### src/rtl/jsu_pkg.sv
package jsu_pkg;

  // Default number of entries in the queue between the front and back parts
  localparam int DEF_QUEUE_DEPTH = 2;

  // Error codes carried on error_code
  localparam logic [2:0] ERR_NONE         = 3'd0;
  localparam logic [2:0] ERR_EXP_QUOTE    = 3'd1;
  localparam logic [2:0] ERR_CONTROL      = 3'd2;
  localparam logic [2:0] ERR_UNTERM_ESC   = 3'd3;
  localparam logic [2:0] ERR_BAD_UNICODE  = 3'd4;
  localparam logic [2:0] ERR_BAD_ESC      = 3'd5;
  localparam logic [2:0] ERR_UNTERMINATED = 3'd6;

  // Middle part of a burst: nothing, one raw byte, or one code point to encode
  localparam logic [1:0] MID_NONE = 2'd0;
  localparam logic [1:0] MID_RAW  = 2'd1;
  localparam logic [1:0] MID_CP   = 2'd2;

  // Closing part of a burst
  localparam logic [1:0] TAIL_NONE = 2'd0;
  localparam logic [1:0] TAIL_DONE = 2'd1;
  localparam logic [1:0] TAIL_ERR  = 2'd2;

  // Most result items that one input byte can cause
  localparam int MAX_ITEMS = 6;

  // One classified input: optional flushed high surrogate, a middle part, a tail
  typedef struct packed {
    logic        hi_en;
    logic [9:0]  hi;
    logic [1:0]  mid;
    logic [20:0] cp;
    logic [1:0]  tail;
    logic [2:0]  err;
  } desc_t;

  // One result item without its last mark
  typedef struct packed {
    logic [7:0] out_byte;
    logic       byte_valid;
    logic       string_done;
    logic [2:0] error_code;
  } item_t;

endpackage

### src/rtl/jsu_in_if.sv
interface jsu_in_if;
  logic       valid;
  logic       ready;
  logic [7:0] in_byte;
  logic       end_of_input;

  modport source (output valid, output in_byte, output end_of_input, input ready);
  modport sink (input valid, input in_byte, input end_of_input, output ready);
endinterface

### src/rtl/jsu_out_if.sv
interface jsu_out_if;
  logic       valid;
  logic       ready;
  logic [7:0] out_byte;
  logic       byte_valid;
  logic       string_done;
  logic [2:0] error_code;
  logic       last;

  modport source (output valid, output out_byte, output byte_valid, output string_done,
                  output error_code, output last, input ready);
  modport sink (input valid, input out_byte, input byte_valid, input string_done,
                input error_code, input last, output ready);
endinterface

### src/rtl/jsu_front.sv
module jsu_front (
  input  logic           clk,
  input  logic           rst,
  jsu_in_if.sink         text,
  input  logic           q_full,
  output logic           push,
  output jsu_pkg::desc_t desc
);

  localparam logic [2:0] PH_IDLE      = 3'd0;
  localparam logic [2:0] PH_BODY      = 3'd1;
  localparam logic [2:0] PH_ESC       = 3'd2;
  localparam logic [2:0] PH_HEX1      = 3'd3;
  localparam logic [2:0] PH_HIGH_WAIT = 3'd4;
  localparam logic [2:0] PH_HIGH_ESC  = 3'd5;
  localparam logic [2:0] PH_HEX2      = 3'd6;

  logic [2:0]  phase, phase_next;
  logic [15:0] hex_accum, hex_accum_next;
  logic [1:0]  hex_count, hex_count_next;
  logic [9:0]  pending_high, pending_high_next;

  logic [7:0]  b;
  logic        eoi;
  logic        accept;

  // Hex digit decode
  logic        is_hex;
  logic [3:0]  hex_d;
  logic [15:0] acc_new;
  logic        is_high_sur;
  logic        is_low_sur;

  // Outcome of a byte in the string body
  logic [2:0]  bo_phase;
  logic [1:0]  bo_mid;
  logic [1:0]  bo_tail;
  logic [2:0]  bo_err;

  // Outcome of a byte after a backslash
  logic        es_ok;
  logic        es_u;
  logic [7:0]  es_val;

  jsu_pkg::desc_t d;

  assign b          = text.in_byte;
  assign eoi        = text.end_of_input;
  assign text.ready = !q_full;
  assign accept     = text.valid && text.ready;

  always_comb begin
    is_hex = 1'b1;
    hex_d  = 4'd0;
    if (b >= 8'h30 && b <= 8'h39) begin
      hex_d = 4'(b - 8'h30);
    end else if (b >= 8'h61 && b <= 8'h66) begin
      hex_d = 4'(b - 8'h57);
    end else if (b >= 8'h41 && b <= 8'h46) begin
      hex_d = 4'(b - 8'h37);
    end else begin
      is_hex = 1'b0;
    end
    if (eoi) begin
      is_hex = 1'b0;
    end
  end

  assign acc_new     = {hex_accum[11:0], hex_d};
  assign is_high_sur = (acc_new[15:10] == 6'b110110);
  assign is_low_sur  = (acc_new[15:10] == 6'b110111);

  // Classify a body byte: quote ends, control fails, backslash escapes
  always_comb begin
    bo_phase = PH_BODY;
    bo_mid   = jsu_pkg::MID_NONE;
    bo_tail  = jsu_pkg::TAIL_NONE;
    bo_err   = jsu_pkg::ERR_NONE;
    if (b == 8'h22) begin
      bo_phase = PH_IDLE;
      bo_tail  = jsu_pkg::TAIL_DONE;
    end else if (b < 8'h20) begin
      bo_phase = PH_IDLE;
      bo_tail  = jsu_pkg::TAIL_ERR;
      bo_err   = jsu_pkg::ERR_CONTROL;
    end else if (b == 8'h5C) begin
      bo_phase = PH_ESC;
    end else begin
      bo_mid = jsu_pkg::MID_RAW;
    end
  end

  // Classify an escape letter
  always_comb begin
    es_ok  = 1'b1;
    es_u   = 1'b0;
    es_val = b;
    case (b)
      8'h22, 8'h5C, 8'h2F: es_val = b;
      8'h62:               es_val = 8'h08;
      8'h66:               es_val = 8'h0C;
      8'h6E:               es_val = 8'h0A;
      8'h72:               es_val = 8'h0D;
      8'h74:               es_val = 8'h09;
      8'h75: begin
        es_ok = 1'b0;
        es_u  = 1'b1;
      end
      default:             es_ok = 1'b0;
    endcase
  end

  // Next state and burst descriptor
  always_comb begin
    phase_next        = phase;
    hex_accum_next    = hex_accum;
    hex_count_next    = hex_count;
    pending_high_next = pending_high;
    d                 = '0;
    case (phase)
      PH_IDLE: begin
        if (eoi) begin
          d.tail = jsu_pkg::TAIL_ERR;
          d.err  = jsu_pkg::ERR_EXP_QUOTE;
        end else if (b == 8'h20 || b == 8'h09 || b == 8'h0D || b == 8'h0A) begin
          phase_next = PH_IDLE;
        end else if (b == 8'h22) begin
          phase_next = PH_BODY;
        end else begin
          d.tail = jsu_pkg::TAIL_ERR;
          d.err  = jsu_pkg::ERR_EXP_QUOTE;
        end
      end
      PH_BODY: begin
        if (eoi) begin
          phase_next = PH_IDLE;
          d.tail     = jsu_pkg::TAIL_ERR;
          d.err      = jsu_pkg::ERR_UNTERMINATED;
        end else begin
          phase_next = bo_phase;
          d.mid      = bo_mid;
          d.cp       = 21'(b);
          d.tail     = bo_tail;
          d.err      = bo_err;
        end
      end
      PH_ESC, PH_HIGH_ESC: begin
        d.hi_en = (phase == PH_HIGH_ESC) && !(!eoi && es_u);
        d.hi    = pending_high;
        if (eoi) begin
          phase_next = PH_IDLE;
          d.tail     = jsu_pkg::TAIL_ERR;
          d.err      = jsu_pkg::ERR_UNTERM_ESC;
        end else if (es_u) begin
          phase_next     = (phase == PH_HIGH_ESC) ? PH_HEX2 : PH_HEX1;
          hex_accum_next = '0;
          hex_count_next = '0;
        end else if (es_ok) begin
          phase_next = PH_BODY;
          d.mid      = jsu_pkg::MID_RAW;
          d.cp       = 21'(es_val);
        end else begin
          phase_next = PH_IDLE;
          d.tail     = jsu_pkg::TAIL_ERR;
          d.err      = jsu_pkg::ERR_BAD_ESC;
        end
      end
      PH_HEX1, PH_HEX2: begin
        d.hi = pending_high;
        if (!is_hex) begin
          phase_next = PH_IDLE;
          d.hi_en    = (phase == PH_HEX2);
          d.tail     = jsu_pkg::TAIL_ERR;
          d.err      = jsu_pkg::ERR_BAD_UNICODE;
        end else begin
          hex_accum_next = acc_new;
          hex_count_next = hex_count + 2'd1;
          if (hex_count == 2'd3) begin
            if (phase == PH_HEX2 && is_low_sur) begin
              // Join the surrogate pair into one code point
              phase_next = PH_BODY;
              d.mid      = jsu_pkg::MID_CP;
              d.cp       = 21'h10000 + {1'b0, pending_high, acc_new[9:0]};
            end else begin
              d.hi_en = (phase == PH_HEX2);
              if (is_high_sur) begin
                phase_next        = PH_HIGH_WAIT;
                pending_high_next = acc_new[9:0];
              end else begin
                phase_next = PH_BODY;
                d.mid      = jsu_pkg::MID_CP;
                d.cp       = 21'(acc_new);
              end
            end
          end
        end
      end
      PH_HIGH_WAIT: begin
        d.hi = pending_high;
        if (eoi) begin
          phase_next = PH_IDLE;
          d.hi_en    = 1'b1;
          d.tail     = jsu_pkg::TAIL_ERR;
          d.err      = jsu_pkg::ERR_UNTERMINATED;
        end else if (b == 8'h5C) begin
          phase_next = PH_HIGH_ESC;
        end else begin
          phase_next = bo_phase;
          d.hi_en    = 1'b1;
          d.mid      = bo_mid;
          d.cp       = 21'(b);
          d.tail     = bo_tail;
          d.err      = bo_err;
        end
      end
      default: begin
        phase_next = PH_IDLE;
      end
    endcase
  end

  assign push = accept && (d.hi_en || d.mid != jsu_pkg::MID_NONE ||
                           d.tail != jsu_pkg::TAIL_NONE);
  assign desc = d;

  // Advance the parser state on each transfer
  always_ff @(posedge clk) begin
    if (rst) begin
      phase        <= PH_IDLE;
      hex_accum    <= '0;
      hex_count    <= '0;
      pending_high <= '0;
    end else if (accept) begin
      phase        <= phase_next;
      hex_accum    <= hex_accum_next;
      hex_count    <= hex_count_next;
      pending_high <= pending_high_next;
    end
  end

endmodule

### src/rtl/jsu_queue.sv
module jsu_queue #(
  parameter int DEPTH = jsu_pkg::DEF_QUEUE_DEPTH
) (
  input  logic           clk,
  input  logic           rst,
  input  logic           push,
  input  jsu_pkg::desc_t din,
  output logic           full,
  output logic           valid,
  output jsu_pkg::desc_t dout,
  input  logic           pop
);

  localparam int PW = (DEPTH > 1) ? $clog2(DEPTH) : 1;
  localparam int CW = $clog2(DEPTH + 1);

  jsu_pkg::desc_t entries [DEPTH];
  logic [PW-1:0]  wr_ptr;
  logic [PW-1:0]  rd_ptr;
  logic [CW-1:0]  count;

  assign full  = (count == CW'(DEPTH));
  assign valid = (count != '0);
  assign dout  = entries[rd_ptr];

  // Store pushed descriptors
  always_ff @(posedge clk) begin
    if (push) begin
      entries[wr_ptr] <= din;
    end
  end

  // Move pointers and occupancy
  always_ff @(posedge clk) begin
    if (rst) begin
      wr_ptr <= '0;
      rd_ptr <= '0;
      count  <= '0;
    end else begin
      if (push) begin
        wr_ptr <= (wr_ptr == PW'(DEPTH - 1)) ? '0 : wr_ptr + 1'b1;
      end
      if (pop) begin
        rd_ptr <= (rd_ptr == PW'(DEPTH - 1)) ? '0 : rd_ptr + 1'b1;
      end
      if (push && !pop) begin
        count <= count + 1'b1;
      end else if (pop && !push) begin
        count <= count - 1'b1;
      end
    end
  end

endmodule

### src/rtl/jsu_back.sv
module jsu_back (
  input  logic           clk,
  input  logic           rst,
  input  logic           q_valid,
  input  jsu_pkg::desc_t desc,
  output logic           pop,
  jsu_out_if.source      result
);

  localparam int IW = $clog2(jsu_pkg::MAX_ITEMS);

  jsu_pkg::item_t items [jsu_pkg::MAX_ITEMS];
  logic [IW-1:0]  count;
  logic [IW-1:0]  idx;
  logic           busy;

  jsu_pkg::item_t built [jsu_pkg::MAX_ITEMS];
  logic [IW-1:0]  built_count;

  logic           adv;
  logic           final_item;
  logic           load;

  // UTF-8 encoding of the middle code point
  logic [7:0]     enc [4];
  logic [2:0]     enc_len;
  logic [15:0]    hi_cp;

  always_comb begin
    enc[0]  = 8'h00;
    enc[1]  = 8'h00;
    enc[2]  = 8'h00;
    enc[3]  = 8'h00;
    enc_len = 3'd1;
    if (desc.cp <= 21'h7F) begin
      enc[0]  = desc.cp[7:0];
    end else if (desc.cp <= 21'h7FF) begin
      enc_len = 3'd2;
      enc[0]  = {3'b110, desc.cp[10:6]};
      enc[1]  = {2'b10, desc.cp[5:0]};
    end else if (desc.cp <= 21'hFFFF) begin
      enc_len = 3'd3;
      enc[0]  = {4'b1110, desc.cp[15:12]};
      enc[1]  = {2'b10, desc.cp[11:6]};
      enc[2]  = {2'b10, desc.cp[5:0]};
    end else begin
      enc_len = 3'd4;
      enc[0]  = {5'b11110, desc.cp[20:18]};
      enc[1]  = {2'b10, desc.cp[17:12]};
      enc[2]  = {2'b10, desc.cp[11:6]};
      enc[3]  = {2'b10, desc.cp[5:0]};
    end
  end

  assign hi_cp = {6'b110110, desc.hi};

  // Lay the burst out as a list of items
  always_comb begin
    jsu_pkg::item_t tmp [8];
    logic [2:0]     pos;
    for (int i = 0; i < 8; i++) begin
      tmp[i] = '0;
    end
    pos = 3'd0;
    if (desc.hi_en) begin
      tmp[0].out_byte   = {4'b1110, hi_cp[15:12]};
      tmp[0].byte_valid = 1'b1;
      tmp[1].out_byte   = {2'b10, hi_cp[11:6]};
      tmp[1].byte_valid = 1'b1;
      tmp[2].out_byte   = {2'b10, hi_cp[5:0]};
      tmp[2].byte_valid = 1'b1;
      pos               = 3'd3;
    end
    if (desc.mid == jsu_pkg::MID_RAW) begin
      tmp[pos].out_byte   = desc.cp[7:0];
      tmp[pos].byte_valid = 1'b1;
      pos                 = pos + 3'd1;
    end else if (desc.mid == jsu_pkg::MID_CP) begin
      for (int j = 0; j < 4; j++) begin
        if (3'(j) < enc_len) begin
          tmp[pos].out_byte   = enc[j];
          tmp[pos].byte_valid = 1'b1;
          pos                 = pos + 3'd1;
        end
      end
    end
    if (desc.tail == jsu_pkg::TAIL_DONE) begin
      tmp[pos].string_done = 1'b1;
      pos                  = pos + 3'd1;
    end else if (desc.tail == jsu_pkg::TAIL_ERR) begin
      tmp[pos].error_code = desc.err;
      pos                 = pos + 3'd1;
    end
    for (int i = 0; i < jsu_pkg::MAX_ITEMS; i++) begin
      built[i] = tmp[i];
    end
    built_count = IW'(pos);
  end

  assign adv        = busy && (!result.valid || result.ready);
  assign final_item = (idx == count - 1'b1);
  assign load       = q_valid && (!busy || (adv && final_item));
  assign pop        = load;

  // Hold the current burst and step through it
  always_ff @(posedge clk) begin
    if (load) begin
      items <= built;
      count <= built_count;
    end
  end

  always_ff @(posedge clk) begin
    if (rst) begin
      busy <= 1'b0;
      idx  <= '0;
    end else if (load) begin
      busy <= 1'b1;
      idx  <= '0;
    end else if (adv) begin
      if (final_item) begin
        busy <= 1'b0;
      end
      idx <= idx + 1'b1;
    end
  end

  // Output register: take an item whenever the slot frees up
  always_ff @(posedge clk) begin
    if (rst) begin
      result.valid <= 1'b0;
    end else if (adv) begin
      result.valid <= 1'b1;
    end else if (result.ready) begin
      result.valid <= 1'b0;
    end
  end

  always_ff @(posedge clk) begin
    if (adv) begin
      result.out_byte    <= items[idx].out_byte;
      result.byte_valid  <= items[idx].byte_valid;
      result.string_done <= items[idx].string_done;
      result.error_code  <= items[idx].error_code;
      result.last        <= final_item;
    end
  end

endmodule

### src/rtl/json_string_unescape_utf8.sv
// Path: the descriptor of a byte is written into the queue, then loaded into the burst
//   register, and its first result item then goes into the output register.
// Throughput: one input byte per cycle unless the queue is full; the back end sends one
//   result item per cycle unless stalled; a byte of n items (n up to 6) holds it until all are sent.
// Reset: synchronous rst empties the queue and output and returns the parser to idle.
module json_string_unescape_utf8 #(
  parameter int QUEUE_DEPTH = jsu_pkg::DEF_QUEUE_DEPTH
) (
  input  logic      clk,
  input  logic      rst,
  jsu_in_if.sink    text,
  jsu_out_if.source result
);

  logic           push;
  logic           q_full;
  logic           q_valid;
  logic           pop;
  jsu_pkg::desc_t front_desc;
  jsu_pkg::desc_t back_desc;

  jsu_front u_front (
    .clk    (clk),
    .rst    (rst),
    .text   (text),
    .q_full (q_full),
    .push   (push),
    .desc   (front_desc)
  );

  jsu_queue #(
    .DEPTH (QUEUE_DEPTH)
  ) u_queue (
    .clk   (clk),
    .rst   (rst),
    .push  (push),
    .din   (front_desc),
    .full  (q_full),
    .valid (q_valid),
    .dout  (back_desc),
    .pop   (pop)
  );

  jsu_back u_back (
    .clk     (clk),
    .rst     (rst),
    .q_valid (q_valid),
    .desc    (back_desc),
    .pop     (pop),
    .result  (result)
  );

`ifndef ASSERT_OFF
  // A done or error item always closes its burst
  assert property (@(posedge clk) disable iff (rst)
    result.valid && (result.string_done || result.error_code != jsu_pkg::ERR_NONE)
      |-> result.last)
    else $error("done or error item not marked last");

  // Each item is exactly one of byte, done or error
  assert property (@(posedge clk) disable iff (rst)
    result.valid |-> $onehot({result.byte_valid, result.string_done,
                              result.error_code != jsu_pkg::ERR_NONE}))
    else $error("result item kind is not unique");

  // The front never pushes into a full queue
  assert property (@(posedge clk) disable iff (rst)
    push |-> !q_full)
    else $error("push into full queue");

  // Error codes stay within the defined set
  assert property (@(posedge clk) disable iff (rst)
    result.valid |-> result.error_code <= jsu_pkg::ERR_UNTERMINATED)
    else $error("undefined error code");
`endif

endmodule
### src/flat_wrapper.sv
// flat-port wrapper written by rule: the top's interface ports become plain ports
module json_string_unescape_utf8_flat 
#(
  parameter int QUEUE_DEPTH = jsu_pkg::DEF_QUEUE_DEPTH
)
  (clk, rst, text_valid, text_in_byte, text_end_of_input, text_ready, result_valid, result_out_byte, result_byte_valid, result_string_done, result_error_code, result_last, result_ready);
  jsu_in_if text_i ();
  jsu_out_if result_i ();
  input  logic clk;
  input  logic rst;
  input wire logic [$bits(text_i.valid)-1:0] text_valid;
  input wire logic [$bits(text_i.in_byte)-1:0] text_in_byte;
  input wire logic [$bits(text_i.end_of_input)-1:0] text_end_of_input;
  output wire logic [$bits(text_i.ready)-1:0] text_ready;
  output wire logic [$bits(result_i.valid)-1:0] result_valid;
  output wire logic [$bits(result_i.out_byte)-1:0] result_out_byte;
  output wire logic [$bits(result_i.byte_valid)-1:0] result_byte_valid;
  output wire logic [$bits(result_i.string_done)-1:0] result_string_done;
  output wire logic [$bits(result_i.error_code)-1:0] result_error_code;
  output wire logic [$bits(result_i.last)-1:0] result_last;
  input wire logic [$bits(result_i.ready)-1:0] result_ready;
  assign text_i.valid = text_valid;
  assign text_i.in_byte = text_in_byte;
  assign text_i.end_of_input = text_end_of_input;
  assign text_ready = text_i.ready;
  assign result_valid = result_i.valid;
  assign result_out_byte = result_i.out_byte;
  assign result_byte_valid = result_i.byte_valid;
  assign result_string_done = result_i.string_done;
  assign result_error_code = result_i.error_code;
  assign result_last = result_i.last;
  assign result_i.ready = result_ready;
  json_string_unescape_utf8 #(.QUEUE_DEPTH(QUEUE_DEPTH)) u_core (.clk(clk), .rst(rst), .text(text_i), .result(result_i));
endmodule
### config.mk
export PLATFORM = sky130hd
export DESIGN_NAME = json_string_unescape_utf8_flat
export DESIGN_NICKNAME = d
export VERILOG_FILES = /design/src/rtl/jsu_pkg.sv /design/src/rtl/jsu_in_if.sv /design/src/rtl/jsu_out_if.sv /design/src/rtl/jsu_front.sv /design/src/rtl/jsu_queue.sv /design/src/rtl/jsu_back.sv /design/src/rtl/json_string_unescape_utf8.sv /design/src/flat_wrapper.sv
export SDC_FILE = /design/constraint.sdc
export NUM_CORES = 1
export LEC_CHECK = 0
export BUFFER_PORTS_ARGS = -buffer_cell sky130_fd_sc_hd__buf_2
export CAP_MARGIN = 10
export CORE_ASPECT_RATIO = 0.7
export CORE_MARGIN = 4
export CORE_UTILIZATION = 30
export DETAILED_ROUTE_END_ITERATION = 16
export PLACE_DENSITY = 0.44
export SETUP_SLACK_MARGIN = 0.15
export SYNTH_ARGS = -nofsm -noshare
export SYNTH_HDL_FRONTEND = slang
export SYNTH_SLANG_ARGS = --single-unit
### constraint.sdc
create_clock -name clk -period 4.44 [get_ports clk]
set_input_delay 0.888 -clock clk [delete_from_list [all_inputs] [get_ports clk]]
set_output_delay 0.888 -clock clk [all_outputs]
set_load 0.01 [all_outputs]
==> results.cfg <==
[cts]
post_cts_resized = 0
cts_setup_buffers = 0
cts_root_buf = clkbuf_16
htree_num_levels = 1
path_clk_slew_ns = 0.06
clock_path_buffers = 3
cts_tree = built
cts_buffers = 22
clock_latency_ns = 0.51
clock-sinks = 204
ctsHoldBuffers = 0

[logic_synthesis]
syn-cell-area_um2 = 9830
yosysWarnings = 0
synth_cell_types = 74
syn_avg_cell_area_um2 = 11.7
synth_edf_count = 167
ys_seq_area_share_pct = 58.6
syn_nets = 867
synthCells = 843
synthFlopType = edfxtp_1
ys_async_sr_fraction_pct = 0
ys_ff_latch = 204

[setup_path]
cp_max_fo = 18
reg2reg_depth = 12
ff2ff_setup_slack_ns = 0.62
rr_endpoint = u_core.u_back.count[1]
cp_data_arrival_time_ns = 4.05
crit_type = flop to flop
endpoint = u_core.u_back.count[1]
crit_required_ns = 4.67
crit_path_start_kind = flop
end_kind = flop

[placement]
gp_congestion = 0.886
port_buffers = 28
dp_hpwl_mm = 18.2

[flow_run]
cap_violations = 0

[power]
power_density_nw_per_um2 = 597
clkPwrFrac_pct = 27.8
combPwrFrac_pct = 27.8
power.share.switching_pct = 31.2
power_switching_mw = 2.11
vdd_drop_max_v = 0.000502
p_leak_nw = 3.89
pwr-share-seq_pct = 44.4
power.internal_mw = 4.64

[floorplan]
dieArea_um2 = 35800
coreArea_um2 = 32300
die_w_um = 224
rows = 55
initial_core_util_pct = 30.4
io_pins = 29
fp.dieH_um = 159

[timing]
max_freq_ghz = 0.262
timing_hold_violations_final = 0
finalClockSkew_ns = 0.00830
relSlewSlack_pct = 24.8
period_share_pct = 86.1
worstMarginPinSlew_ns = 1.12
fin_setup_tns_ns = 0
slew_viol_final = 0
setup_viol = 0
fin_crit_ns = 3.82
grt_setup_unrepaired = false

[global_route]
antenna_found_initial = 1
grt_max_degree = 40
grt.total_usage_pct = 14.0
grt_pass1_wl_mm = 39.6
grt_pass1_vias = 6487
grt-ovfl-total = 0

[final_layout]
area_growth_pct = 15.1
mostFrequentLayoutCells = 167 x edfxtp_1, 115 x nor2_1, 50 x nand2_1
fin_util_pct = 35.0
diodes = 0
final_common_cell = edfxtp_1
register_area_um2 = 5760
nets = 901
multi_input_comb_area_um2 = 3780
drive_gt1_share_pct = 15.0
n_fill_cell = 3214

[route]
drc = 0
viasPerCell = 5.08
wl_per_cell_um = 19.2
routed_wl_mm = 25.4
vias = 6710
drtIter0Drc = 627
ant_nets = 0
dr.pass1.iters = 5

[status]
outcome = complete, no violations

[hold_path]
hold_class = flop to flop
==> worst max-delay path, cell delays in order (launching register included) <==
cell      delay (ns)
dfxtp_2         0.65
mux2_2          0.47
or4_1           0.69
nand2_1         0.16
xnor2_1         0.13
ha_1            0.25
nand2b_1        0.16
and3_1          0.21
o21ai_2         0.27
inv_1           0.08
ha_1            0.28
nand2_1         0.05
o21ai_0         0.12
==> state kept, by name, summed over array words and instances, names as in the netlist, named ones only <==
name,flops
u_core.u_back.busy,1
u_core.u_back.count,3
u_core.u_back.idx,3
u_core.u_back.items,72
u_core.u_back.result.byte_valid,1
u_core.u_back.result.error_code,3
u_core.u_back.result.last,1
u_core.u_back.result.out_byte,8
u_core.u_back.result.string_done,1
u_core.u_back.result.valid,1
u_core.u_front.hex_accum,12
u_core.u_front.hex_count,2
u_core.u_front.pending_high,10
u_core.u_front.phase,3
u_core.u_queue.count,2
u_core.u_queue.entries,78
u_core.u_queue.rd_ptr,1
u_core.u_queue.wr_ptr,1
==> layer usage <==
layer	share of wire, %	global-route usage, %
met5	0	0
met4	1.3	2.25
met3	4.9	2.67
met2	40	19.4
met1	53	22.8
==> per-stage QoR <==
stage	std cells	hold WS [ns]	total power [mW]	setup WS, ns	area (µm²)
finish	1320	0.488	6.75	0.617	11300
global route	1320	0.534	7.15	0.372	11300
CTS	1320	0.495	6.83	0.621	11300
detailed placement	1280	0.484	4.93	0.147	10600
global placement	1280	0.478	4.94	0.203	10600
floorplan	843	0.448	4.30	0.339	9830
==> area by class of cell <==
type | count | share of cell area, %
Timing Repair Buffer | 57 | 3.28
Sequential cell | 204 | 50.9
Clock inverter | 13 | 1.31
Inverter | 35 | 1.16
Clock buffer | 27 | 5.22
Tap cell | 427 | 4.72
Multi-Input combinational cell | 557 | 33.4
==> worst min path at each step <==
| stage | from | end | slack, ns | cells after the start |
|---|---|---|---|---|
| 2_1_floorplan | u_core.u_back.busy | u_core.u_back.result.valid | 0.45 | 2 |
| 3_3_place_gp | u_core.u_back.busy | u_core.u_back.result.valid | 0.48 | 2 |
| 5_1_grt | u_core.u_back.busy | u_core.u_back.result.valid | 0.53 | 2 |
| 4_1_cts | u_core.u_back.busy | u_core.u_back.result.valid | 0.49 | 2 |
| 3_5_place_dp | u_core.u_back.busy | u_core.u_back.result.valid | 0.48 | 2 |
| 6_report | u_core.u_back.busy | u_core.u_back.result.valid | 0.49 | 2 |
==> kinds of logic (layout without fill, tap and decap cells) <==
| kind of cell | Yosys count | after routing | share of synthesized area (%) |
|---|---|---|---|
| xor+xnor | 18 | 18 | 1.60 |
| flops | 204 | 204 | 58.6 |
| mux | 74 | 74 | 9.38 |
| compound gates | 178 | 178 | 12.2 |
| buf+inv | 82 | 132 | 3.29 |
| fa+ha+maj | 11 | 11 | 1.40 |
| simple gates | 276 | 276 | 13.5 |
==> power by group through the flow <==
stage | sequential [mW] | clock, mW | combinational, mW
2_1_floorplan | 3.02 | 0 | 1.28
3_3_place_gp | 3.04 | 0 | 1.90
3_5_place_dp | 3.04 | 0 | 1.89
4_1_cts | 3.00 | 1.93 | 1.90
5_1_grt | 3.05 | 2.02 | 2.07
6_report | 2.99 | 1.88 | 1.88
==> synth_stat cells, drive strengths merged (14+ instances only) <==
| library cell | count | area share (%) |
|---|---|---|
| a21oi | 28 | 1.4 |
| a22oi | 14 | 1.1 |
| and2 | 20 | 1.3 |
| clkbuf | 34 | 1.3 |
| dfxtp | 37 | 7.5 |
| edfxtp | 167 | 51 |
| inv | 35 | 1.3 |
| mux2i | 49 | 5.0 |
| nand2 | 50 | 1.9 |
| nand3 | 17 | 0.87 |
| nor2 | 116 | 4.5 |
| o21ai | 46 | 2.4 |
| o22ai | 29 | 1.9 |
Note: power is estimated with default switching activity, not from simulation.
